### config.mk
export PLATFORM = sky130hd
export DESIGN_NAME = max_drawdown_tracker_unit
export DESIGN_NICKNAME = d
export VERILOG_FILES = /design/src/hdl/mdt_pkg.sv /design/src/hdl/max_drawdown_tracker_unit.sv
export SDC_FILE = /design/constraint.sdc
export NUM_CORES = 2
export LEC_CHECK = 0
export ABC_AREA = 0
export BUFFER_PORTS_ARGS = -buffer_cell sky130_fd_sc_hd__buf_2
export CAP_MARGIN = 0
export CORE_MARGIN = 4
export CORE_UTILIZATION = 50
export CTS_BUF_LIST = sky130_fd_sc_hd__clkbuf_8
export DETAILED_ROUTE_END_ITERATION = 12
export PLACE_DENSITY = 0.65
export RECOVER_POWER = 50
export SKIP_LAST_GASP = 1
export SYNTH_ARGS = -nofsm -noshare
export SYNTH_HDL_FRONTEND = slang
export SYNTH_SLANG_ARGS = --single-unit
### constraint.sdc
create_clock -name clock -period 12.4 [get_ports clock]
set_input_delay 0.62 -clock clock [delete_from_list [all_inputs] [get_ports clock]]
set_output_delay 0.62 -clock clock [all_outputs]
set_load 0.02 [all_outputs]
### src/hdl/mdt_pkg.sv
// Shared constants for the maximum drawdown tracker.
`timescale 1ns / 1ps

package mdt_pkg;

   // Default widths of the equity sample and of the sample counter
   localparam int VALUE_WIDTH_DEF = 48;
   localparam int INDEX_WIDTH_DEF = 32;

   // Drawdown result format: 32-bit signed, 24 fractional bits
   localparam int DD_WIDTH = 32;
   localparam int DD_FRAC  = 24;

   // Integer quotient bits below the saturation point, and quotient bits produced
   localparam int INT_BITS = DD_WIDTH - 1 - DD_FRAC;
   localparam int QUO_BITS = DD_WIDTH - 1;

   // Magnitude that a saturated drawdown takes (-2^31 once negated)
   localparam logic [DD_WIDTH-1:0] DD_MAG_MAX = {1'b1, {(DD_WIDTH-1){1'b0}}};

   // Percent scaling: times 100, then drop 8 fractional bits (24 -> 16)
   localparam int PCT_SCALE = 100;
   localparam int PCT_SHIFT = DD_FRAC - 16;
   localparam int PROD_W    = DD_WIDTH + 7;

   // Width of the recovery count port
   localparam int RCV_WIDTH = 32;

endpackage

### src/hdl/max_drawdown_tracker_unit.sv
// Top level of the maximum drawdown tracker with its bit-serial divider.
`timescale 1ns / 1ps

// Maximum drawdown tracker.
// The req_ channel takes one equity sample per item (signed fixed point) and a
// series_start flag that clears all tracking and loads the peak from the sample.
// Every item yields exactly one item on the rsp_ channel: the worst relative
// drawdown so far, that drawdown times 100, the recovery period in samples,
// and a flag that is high while the series holds fewer than two samples.
// Timing: the drawdown ratio comes from a restoring divider that produces one
// quotient bit per cycle in a shift register, 31 bits in all. An accepted item
// passes through the setup, divide and done states; rsp_valid and req_ready
// rise at the same edge, when the result is committed to the output register.
// The block works on one item at a time; req_ready is high only while it is
// free. A finished result sits in the output register, and the next item is
// taken while it waits. If the receiver stalls, the next result is held back
// in its last step until the output register is free.
// Reset (synchronous, active high) drops rsp_valid, idles the divider and
// clears the sample count, so the first item after reset opens a new series.
module max_drawdown_tracker_unit #(
   parameter int VALUE_WIDTH = mdt_pkg::VALUE_WIDTH_DEF,
   parameter int INDEX_WIDTH = mdt_pkg::INDEX_WIDTH_DEF
) (
   input  logic                                 clock,
   input  logic                                 reset,
   input  logic                                 req_valid,
   output logic                                 req_ready,
   input  logic signed [VALUE_WIDTH-1:0]        req_equity,
   input  logic                                 req_series_start,
   output logic                                 rsp_valid,
   input  logic                                 rsp_ready,
   output logic signed [mdt_pkg::DD_WIDTH-1:0]  rsp_drawdown,
   output logic signed [mdt_pkg::DD_WIDTH-1:0]  rsp_drawdown_percent,
   output logic [mdt_pkg::RCV_WIDTH-1:0]        rsp_recovery_samples,
   output logic                                 rsp_too_few_samples
);

   localparam int DW    = mdt_pkg::DD_WIDTH;
   localparam int QB    = mdt_pkg::QUO_BITS;
   localparam int IB    = mdt_pkg::INT_BITS;
   localparam int RW    = mdt_pkg::RCV_WIDTH;
   localparam int CNT_W = $clog2(QB);
   localparam int CW    = (INDEX_WIDTH > RW) ? INDEX_WIDTH : RW;

   typedef enum logic [1:0] {ST_IDLE, ST_SETUP, ST_DIV, ST_DONE} state_type;

   state_type                     state_ff, state_in;
   logic signed [VALUE_WIDTH-1:0] value_ff, value_in;
   logic                          start_ff, start_in;
   logic signed [VALUE_WIDTH-1:0] peak_ff, peak_in;
   logic signed [VALUE_WIDTH-1:0] peak_new_ff, peak_new_in;
   logic [DW-1:0]                 worst_ff, worst_in;
   logic signed [VALUE_WIDTH-1:0] paw_ff, paw_in;
   logic [INDEX_WIDTH-1:0]        widx_ff, widx_in;
   logic [INDEX_WIDTH-1:0]        idx_ff, idx_in;
   logic [INDEX_WIDTH-1:0]        here_ff, here_in;
   logic                          rec_ff, rec_in;
   logic [INDEX_WIDTH-1:0]        rcnt_ff, rcnt_in;
   logic                          first_ff, first_in;
   logic                          sat_ff, sat_in;
   logic                          pos_ff, pos_in;
   logic [VALUE_WIDTH-2:0]        den_ff, den_in;
   logic [VALUE_WIDTH-2:0]        rem_ff, rem_in;
   logic [QB-1:0]                 dvd_ff, dvd_in;
   logic [QB-1:0]                 quo_ff, quo_in;
   logic [CNT_W-1:0]              cnt_ff, cnt_in;
   logic                          rsp_valid_ff, rsp_valid_in;
   logic [DW-1:0]                 rsp_dd_ff, rsp_dd_in;
   logic [DW-1:0]                 rsp_pct_ff, rsp_pct_in;
   logic [RW-1:0]                 rsp_rcv_ff, rsp_rcv_in;
   logic                          rsp_few_ff, rsp_few_in;

   // Setup-step signals
   logic                          first_now;
   logic signed [VALUE_WIDTH-1:0] base_peak;
   logic signed [VALUE_WIDTH-1:0] new_peak;
   logic [VALUE_WIDTH-1:0]        num;

   // Divider step signals
   logic [VALUE_WIDTH-1:0]        trial;
   logic [VALUE_WIDTH-1:0]        diff;
   logic                          ge;

   // Commit-step signals
   logic                          commit;
   logic [DW-1:0]                 mag;
   logic [DW-1:0]                 b_worst;
   logic [INDEX_WIDTH-1:0]        b_widx;
   logic signed [VALUE_WIDTH-1:0] b_paw;
   logic                          b_rec;
   logic [INDEX_WIDTH-1:0]        b_rcnt;
   logic [mdt_pkg::PROD_W-1:0]    prod;
   logic [CW-1:0]                 rcnt_ext;

   assign req_ready            = (state_ff == ST_IDLE);
   assign rsp_valid            = rsp_valid_ff;
   assign rsp_drawdown         = signed'(rsp_dd_ff);
   assign rsp_drawdown_percent = signed'(rsp_pct_ff);
   assign rsp_recovery_samples = rsp_rcv_ff;
   assign rsp_too_few_samples  = rsp_few_ff;

   // Peak update and divider operands for the item in hand
   always_comb begin
      first_now = start_ff || (idx_ff == '0);
      base_peak = first_now ? value_ff : peak_ff;
      new_peak  = (value_ff > base_peak) ? value_ff : base_peak;
      num       = VALUE_WIDTH'($unsigned(new_peak - value_ff));
   end

   // One restoring-division step: shift in a dividend bit, trial subtract
   always_comb begin
      trial = {rem_ff, dvd_ff[QB-1]};
      diff  = trial - {1'b0, den_ff};
      ge    = (trial >= {1'b0, den_ff});
   end

   // Select the saturated or divided magnitude (zero for a non-positive peak), then fold it into the tracking
   always_comb begin
      commit = (state_ff == ST_DONE) && (!rsp_valid_ff || rsp_ready);
      if (!pos_ff) begin
         mag = '0;
      end else if (sat_ff) begin
         mag = mdt_pkg::DD_MAG_MAX;
      end else begin
         mag = {1'b0, quo_ff};
      end
      b_worst = first_ff ? '0 : worst_ff;
      b_widx  = first_ff ? '0 : widx_ff;
      b_paw   = first_ff ? '0 : paw_ff;
      b_rec   = first_ff ? 1'b0 : rec_ff;
      b_rcnt  = first_ff ? '0 : rcnt_ff;
   end

   // Next-state logic
   always_comb begin
      state_in     = state_ff;
      value_in     = value_ff;
      start_in     = start_ff;
      peak_in      = peak_ff;
      peak_new_in  = peak_new_ff;
      worst_in     = worst_ff;
      paw_in       = paw_ff;
      widx_in      = widx_ff;
      idx_in       = idx_ff;
      here_in      = here_ff;
      rec_in       = rec_ff;
      rcnt_in      = rcnt_ff;
      first_in     = first_ff;
      sat_in       = sat_ff;
      pos_in       = pos_ff;
      den_in       = den_ff;
      rem_in       = rem_ff;
      dvd_in       = dvd_ff;
      quo_in       = quo_ff;
      cnt_in       = cnt_ff;
      rsp_valid_in = rsp_valid_ff && !rsp_ready;
      rsp_dd_in    = rsp_dd_ff;
      rsp_pct_in   = rsp_pct_ff;
      rsp_rcv_in   = rsp_rcv_ff;
      rsp_few_in   = rsp_few_ff;
      prod         = '0;
      rcnt_ext     = '0;

      case (state_ff)
         ST_IDLE: begin
            // Capture the item
            if (req_valid) begin
               value_in = req_equity;
               start_in = req_series_start;
               state_in = ST_SETUP;
            end
         end
         ST_SETUP: begin
            // Update the peak and load the divider
            first_in    = first_now;
            peak_new_in = new_peak;
            here_in     = first_now ? '0 : idx_ff;
            pos_in      = (new_peak > 0);
            den_in      = new_peak[VALUE_WIDTH-2:0];
            sat_in      = ({{IB{1'b0}}, num} >= {1'b0, new_peak[VALUE_WIDTH-2:0], {IB{1'b0}}});
            rem_in      = (VALUE_WIDTH-1)'(num >> IB);
            dvd_in      = {num[IB-1:0], {mdt_pkg::DD_FRAC{1'b0}}};
            quo_in      = '0;
            cnt_in      = '0;
            state_in    = ST_DIV;
         end
         ST_DIV: begin
            // Advance one quotient bit
            rem_in = ge ? diff[VALUE_WIDTH-2:0] : trial[VALUE_WIDTH-2:0];
            quo_in = {quo_ff[QB-2:0], ge};
            dvd_in = {dvd_ff[QB-2:0], 1'b0};
            cnt_in = cnt_ff + 1'b1;
            if (cnt_ff == CNT_W'(QB - 1)) begin
               state_in = ST_DONE;
            end
         end
         ST_DONE: begin
            // Hold until the output register is free, then commit
            if (commit) begin
               peak_in  = peak_new_ff;
               worst_in = b_worst;
               paw_in   = b_paw;
               widx_in  = b_widx;
               rec_in   = b_rec;
               rcnt_in  = b_rcnt;
               if (mag > b_worst) begin
                  worst_in = mag;
                  paw_in   = peak_new_ff;
                  widx_in  = here_ff;
                  rec_in   = 1'b0;
                  rcnt_in  = '0;
               end else if ((b_worst != '0) && !b_rec && (value_ff >= b_paw)) begin
                  rec_in  = 1'b1;
                  rcnt_in = here_ff - b_widx;
               end
               idx_in = (here_ff == '1) ? here_ff : here_ff + 1'b1;

               prod     = mdt_pkg::PROD_W'(worst_in) * mdt_pkg::PROD_W'(mdt_pkg::PCT_SCALE);
               rcnt_ext = CW'(rcnt_in);

               rsp_valid_in = 1'b1;
               rsp_dd_in    = '0 - worst_in;
               rsp_pct_in   = '0 - DW'(prod >> mdt_pkg::PCT_SHIFT);
               rsp_rcv_in   = (rcnt_ext > CW'({RW{1'b1}})) ? '1 : rcnt_ext[RW-1:0];
               rsp_few_in   = (idx_in < INDEX_WIDTH'(2));
               state_in     = ST_IDLE;
            end
         end
         default: begin
            state_in = ST_IDLE;
         end
      endcase
   end

   // State and registered outputs
   always_ff @(posedge clock) begin
      if (reset) begin
         state_ff     <= ST_IDLE;
         rsp_valid_ff <= 1'b0;
         idx_ff       <= '0;
      end else begin
         state_ff     <= state_in;
         rsp_valid_ff <= rsp_valid_in;
         idx_ff       <= idx_in;
      end
      value_ff    <= value_in;
      start_ff    <= start_in;
      peak_ff     <= peak_in;
      peak_new_ff <= peak_new_in;
      worst_ff    <= worst_in;
      paw_ff      <= paw_in;
      widx_ff     <= widx_in;
      here_ff     <= here_in;
      rec_ff      <= rec_in;
      rcnt_ff     <= rcnt_in;
      first_ff    <= first_in;
      sat_ff      <= sat_in;
      pos_ff      <= pos_in;
      den_ff      <= den_in;
      rem_ff      <= rem_in;
      dvd_ff      <= dvd_in;
      quo_ff      <= quo_in;
      cnt_ff      <= cnt_in;
      rsp_dd_ff   <= rsp_dd_in;
      rsp_pct_ff  <= rsp_pct_in;
      rsp_rcv_ff  <= rsp_rcv_in;
      rsp_few_ff  <= rsp_few_in;
   end

endmodule

### Word level (Yosys, flattened, before mapping)

Index checks and enable logic that the tools add are counted.

| storage, ports and cells | value |
|---|---|
| flip-flop bits (word level) | 618 |
| input port bits | 53 |
| output and inout bits | 99 |
| logic and storage cells | 96 |

| cells by class | value |
|---|---|
| add/subtract/negate cells | 7 |
| $mul | 1 |
| $lt $le $gt $ge | 8 |
| equality and inequality tests | 8 |
| muxes and demuxes | 31 |
| reductions and logical operators | 16 |

Operators with widths:

| operator | count |
|---|---|
| $mux W32 | 14 |
| $mux W48 | 4 |
| $pmux W31 S2 | 2 |
| $pmux W47 S2 | 1 |
| $ge A48 B54 Y1 | 1 |
| $ge A48 B47 Y1 | 1 |
| $ge A48 B48 Y1 | 1 |
| $gt A48 B1 Y1 const B | 1 |
| $gt A48 B48 Y1 | 1 |
| $sub A48 B48 Y48 | 1 |
| $mux W47 | 1 |
| $sub A47 B47 Y47 | 1 |
| $mul A32 B5 Y37 const B | 1 |
| $add A32 B1 Y32 const B | 1 |
| $eq A32 B32 Y1 const B | 1 |
| $gt A32 B32 Y1 | 1 |
| $gt A32 B32 Y1 const B | 1 |
| $logic_not A32 Y1 | 1 |
| $lt A32 B2 Y1 const B | 1 |
| $reduce_bool A32 Y1 | 1 |
| $sub A1 B31 Y32 const A | 1 |
| $sub A1 B32 Y32 const A | 1 |
| $sub A32 B32 Y32 | 1 |
| $pmux W5 S2 | 1 |
| 15 further kinds | 30 |

### Longest topological paths before layout

| logic depth | value |
|---|---|
| word-level depth | 9 |
| depth in mapped cells | 53 |
| mapped depth without buffers | 50 |

### Least setup slack after synthesis

Ideal clock, no wire load.

| path | value |
|---|---|
| kind | reg2reg |
| from | register idx_ff[23] |
| to | register sat_ff (data pin) |
| setup time | 0.254 ns |
| data arrival time | 8.935 ns |
| required time | 12.146 ns |
| setup slack | 3.210 ns |
| cell stages (with the launch flop) | 50 |
| path buffers | 4 |
| clock period less this slack | 9.190 ns |
| cell sequence | dfxtp_1 > nor4_1 > nand4_1 > nor2_1 > nor2_1 > clkbuf_1 > buf_1 > mux2i_1 > ha_1 > a21o_1 > a21o_1 > a21o_1 > a21oi_1 > nor2b_1 > o21ai_0 > nand2b_1 > a21oi_1 > o21ai_0 > (+14 left out) > nor2_1 > a221oi_1 > o221a_2 > xnor2_1 > ha_1 > a21oi_1 > nor2b_1 > o21ai_0 > nand2b_1 > a21oi_1 > nor2b_1 > o21ai_0 > nand2b_1 > a21oi_1 > nor2b_1 > o21ai_0 > nand4b_1 > o21a_1 |

| on the way | value |
|---|---|
| longest elaborated chain between the ends | 7 |

RTL lines:

| what | RTL line | text |
|---|---|---|
| start, declared | max_drawdown_tracker_unit.sv:55 | `logic [INDEX_WIDTH-1:0] idx_ff, idx_in;` |
| start signal, assigned | max_drawdown_tracker_unit.sv:244 | `idx_ff <= idx_in;` |
| $logic_not A32 Y1 (*) | max_drawdown_tracker_unit.sv:104 | `first_now = start_ff \|\| (idx_ff == '0);` |
| $logic_or A1 B1 Y1 (*) | max_drawdown_tracker_unit.sv:104 |  |
| $mux W48 (*) | max_drawdown_tracker_unit.sv:105 | `base_peak = first_now ? value_ff : peak_ff;` |
| $gt A48 B48 Y1 | max_drawdown_tracker_unit.sv:106 | `new_peak = (value_ff > base_peak) ? value_ff : base_peak;` |
| $mux W48 (*) | max_drawdown_tracker_unit.sv:106 |  |
| named net new_peak[1] | max_drawdown_tracker_unit.sv:76 | `logic signed [VALUE_WIDTH-1:0] new_peak;` |
| $sub A48 B48 Y48 | max_drawdown_tracker_unit.sv:107 | `num = VALUE_WIDTH'($unsigned(new_peak - value_ff));` |
| $ge A48 B54 Y1 (*) | max_drawdown_tracker_unit.sv:180 | `sat_in = ({{IB{1'b0}}, num} >= {1'b0, new_peak[VALUE_WIDTH-2:0], {IB{1'b0}}});` |
| end signal, assigned | max_drawdown_tracker_unit.sv:257 | `sat_ff <= sat_in;` |
| end, declared | max_drawdown_tracker_unit.sv:60 | `logic sat_ff, sat_in;` |

Mark *: on every way through the listed nets, which the timed path passes. The rest lies on a longest branch.
A chain may end at the register's enable or synchronous reset.

### Final worst setup path

| path | value |
|---|---|
| from | register idx_ff[6] |
| to | register sat_ff (data pin) |

Same word-level chain as after synthesis.

==> flow_metrics.py <==
metrics = {
    "outcome": {
        "outcome": "finished, violations left",
        "violations": "capacitance limit, slew limit",
    },
    "clocking": {
        "clock_latency_ns": 0.71,
        "hold_buffers": 0,
        "clkTransAtPathRegs_ns": 0.06,
        "cts_tree": "built",
        "cts_resized": 0,
        "cts_buffer_depth": 3,
        "post-cts-setup-buffer-count": 0,
        "numCtsBuffers": 94,
        "clock-sinks": 514,
        "clock-root-buffer": "clkbuf_8",
        "ctsHtreeMaxLevel": 3,
    },
    "timing": {
        "setup_slack_ns": 1.730,
        "final-setup-viol-count": 0,
        "fin_skew_ns": 0.04560,
        "min_period_ns": 10.67,
        "rsz0062_at_grt": "no",
        "hold_viol": 0,
        "slew_headroom_pct": -200.9,
        "slew_violations": 450,
        "tightest_slew_ns": 4.514,
        "tns_ns": 0,
        "fmaxAchievable_mhz": 93.72,
        "finalCritPeriodShare_pct": 86.05,
    },
    "route": {
        "drtIter0Drc": 2023,
        "wl_per_cell_um": 19.41,
        "wirelength_mm": 99.21,
        "dr.pass1.iters": 5,
        "postRouteAntennaNets": 0,
        "drc": 0,
        "vias": 29060,
        "vias_per_cell": 5.685,
    },
    "yosys": {
        "yosys.area.top_type": "edfxtp_1",
        "synth_edf_count": 479,
        "synth_nets": 4437,
        "synth_area_leaders": "edfxtp_1, ha_1, nand2_1",
        "synthFlopType": "edfxtp_1",
        "synth_common_cells": "edfxtp_1, ha_1, nand2_1, inv_1, o21ai_0",
        "synth.top_cell.area_share_pct": 38.39,
        "ys_types": 85,
        "ys_ff_latch": 514,
        "synth_warnings": 0,
        "yosysSeqAreaShare_pct": 40.26,
        "synth_area_mm2": 0.03747,
        "yosysMostFrequentCell": "edfxtp_1",
        "syn_avg_cell_area_um2": 9.546,
        "synth-async-reset-ratio_pct": 0,
        "syn_inst": 3925,
    },
    "placement": {
        "dp_hpwl_mm": 75.41,
        "port_buffers": 151,
        "place_area_mm2": 0.03920,
        "dp.cells": 4939,
        "place_ws_ns": 1.895,
        "gp_congestion": 0.9306,
    },
    "worst_setup_path": {
        "crit_family": "compound AO/OA/AOI/OAI gates",
        "critPathBufInv": 3,
        "max_stage_delay_ns": 0.64,
        "end_kind": "register",
        "cp.required_ns": 12.86,
        "crit_type": "register to register",
        "cp_common_cell": "a21oi_1",
        "cpMaxStageDelayCell": "buf_4",
        "critPathLaunchType": "register",
        "cp_max_fo": 58,
        "critical_path_arrival_ns": 11.13,
    },
    "die": {
        "die_w_um": 281.8,
        "die_y_um": 281.8,
        "design.core.area_mm2": 0.07432,
        "die_area_mm2": 0.07938,
        "pin_count": 152,
        "fp-row-count": 100,
        "initial_core_util_pct": 50.42,
    },
    "global_routing": {
        "grt_usage_pct": 24.62,
        "grt_pass1_wl_mm": 154.9,
        "grt_pass1_vias": 27980,
        "antenna_found_initial": 2,
        "grt_overflow_total": 0,
        "grt_max_degree": 106,
    },
    "flow_run": {
        "max_cap_viol_count": 8,
    },
    "finish": {
        "area_growth_syn_to_layout_pct": 9.053,
        "nets": 4578,
        "layoutNonFillerInstCount": 5112,
        "design_area_mm2": 0.04086,
        "drive_gt1_share_pct": 6.448,
    },
    "hold_path": {
        "hp-class": "input port to register",
    },
}
## through the flow
step                util (%)  hold slack (ns)
floorplan                  -           0.4262
global placement       52.75           0.4451
detailed placement     52.75           0.4447
CTS                    55.22          0.01884
global route           54.98          0.04924
finish                 54.98          0.08938
## layout make-up
class,instances,area (um^2)
Clock inverter,67,410.4
Multi-Input combinational cell,2911,20520
Antenna cell,2,5.005
Timing Repair Buffer,177,809.5
Sequential cell,514,15080
Tap cell,969,1212
Inverter,368,1385
Fill cell,6799,33460
Clock buffer,104,1431
## flip-flops by register name, summed over array words and instances, names as in the netlist, 32 cells and up
signal and cells:
widx_ff 32, peak_new_ff 48, rsp_drawdown_percent 32, idx_ff 32
value_ff 48, rem_ff 47, paw_ff 48, peak_ff 48
here_ff 32, worst_ff 32
## placed cells by master (no fill, tap or decap), types with 29 or more instances in the layout
master / Yosys / final
a211oi_1: 44 / 44
a21o_1: 132 / 132
a21oi_1: 254 / 254
and2_0: 0 / 33
and2_1: 112 / 79
buf_2: 0 / 50
clkbuf_1: 118 / 105
clkbuf_8: 0 / 104
dfxtp_1: 35 / 35
edfxtp_1: 479 / 479
fa_1: 29 / 29
ha_1: 430 / 430
inv_1: 365 / 392
mux2i_1: 65 / 65
nand2_1: 420 / 419
nand2b_1: 52 / 52
nand3_1: 85 / 85
nand4_1: 81 / 81
nor2_1: 229 / 228
nor2b_1: 53 / 53
nor3_1: 54 / 54
nor4_1: 44 / 44
o21a_1: 42 / 42
o21ai_0: 263 / 263
xnor2_1: 137 / 137
xor2_1: 90 / 90
## routing by layer
layer	vias up	track usage, %	part of all wire (%)
met4	2	10.02	3.8
met3	189	2.890	4.8
met1	13720	33.19	45
met2	745	40.68	46
li1	14410	-	-
met5	-	0	0.013
## worst paths after layout
path              slack [ns]            start           end  cells past startpoint
setup / recovery        1.73        idx_ff[6]        sat_ff                     49
hold / removal          0.09   req_equity[35]  value_ff[35]                      1
setup reg to reg        1.73        idx_ff[6]        sat_ff                     49
hold reg to reg         0.46  peak_new_ff[47]   peak_ff[47]                      0
## cell families after synthesis
| logic type | synth area share (%) |
|---|---|
| mux | 2.097 |
| buf+inv | 5.039 |
| xor+xnor | 5.306 |
| compound gates | 15.12 |
| flops | 40.26 |
| fa+ha+maj | 15.91 |
| simple gates | 16.28 |
Power is left out: the tool's default activity adds up to more than one toggle a clock period on the data nets, which glitch-free logic cannot reach.
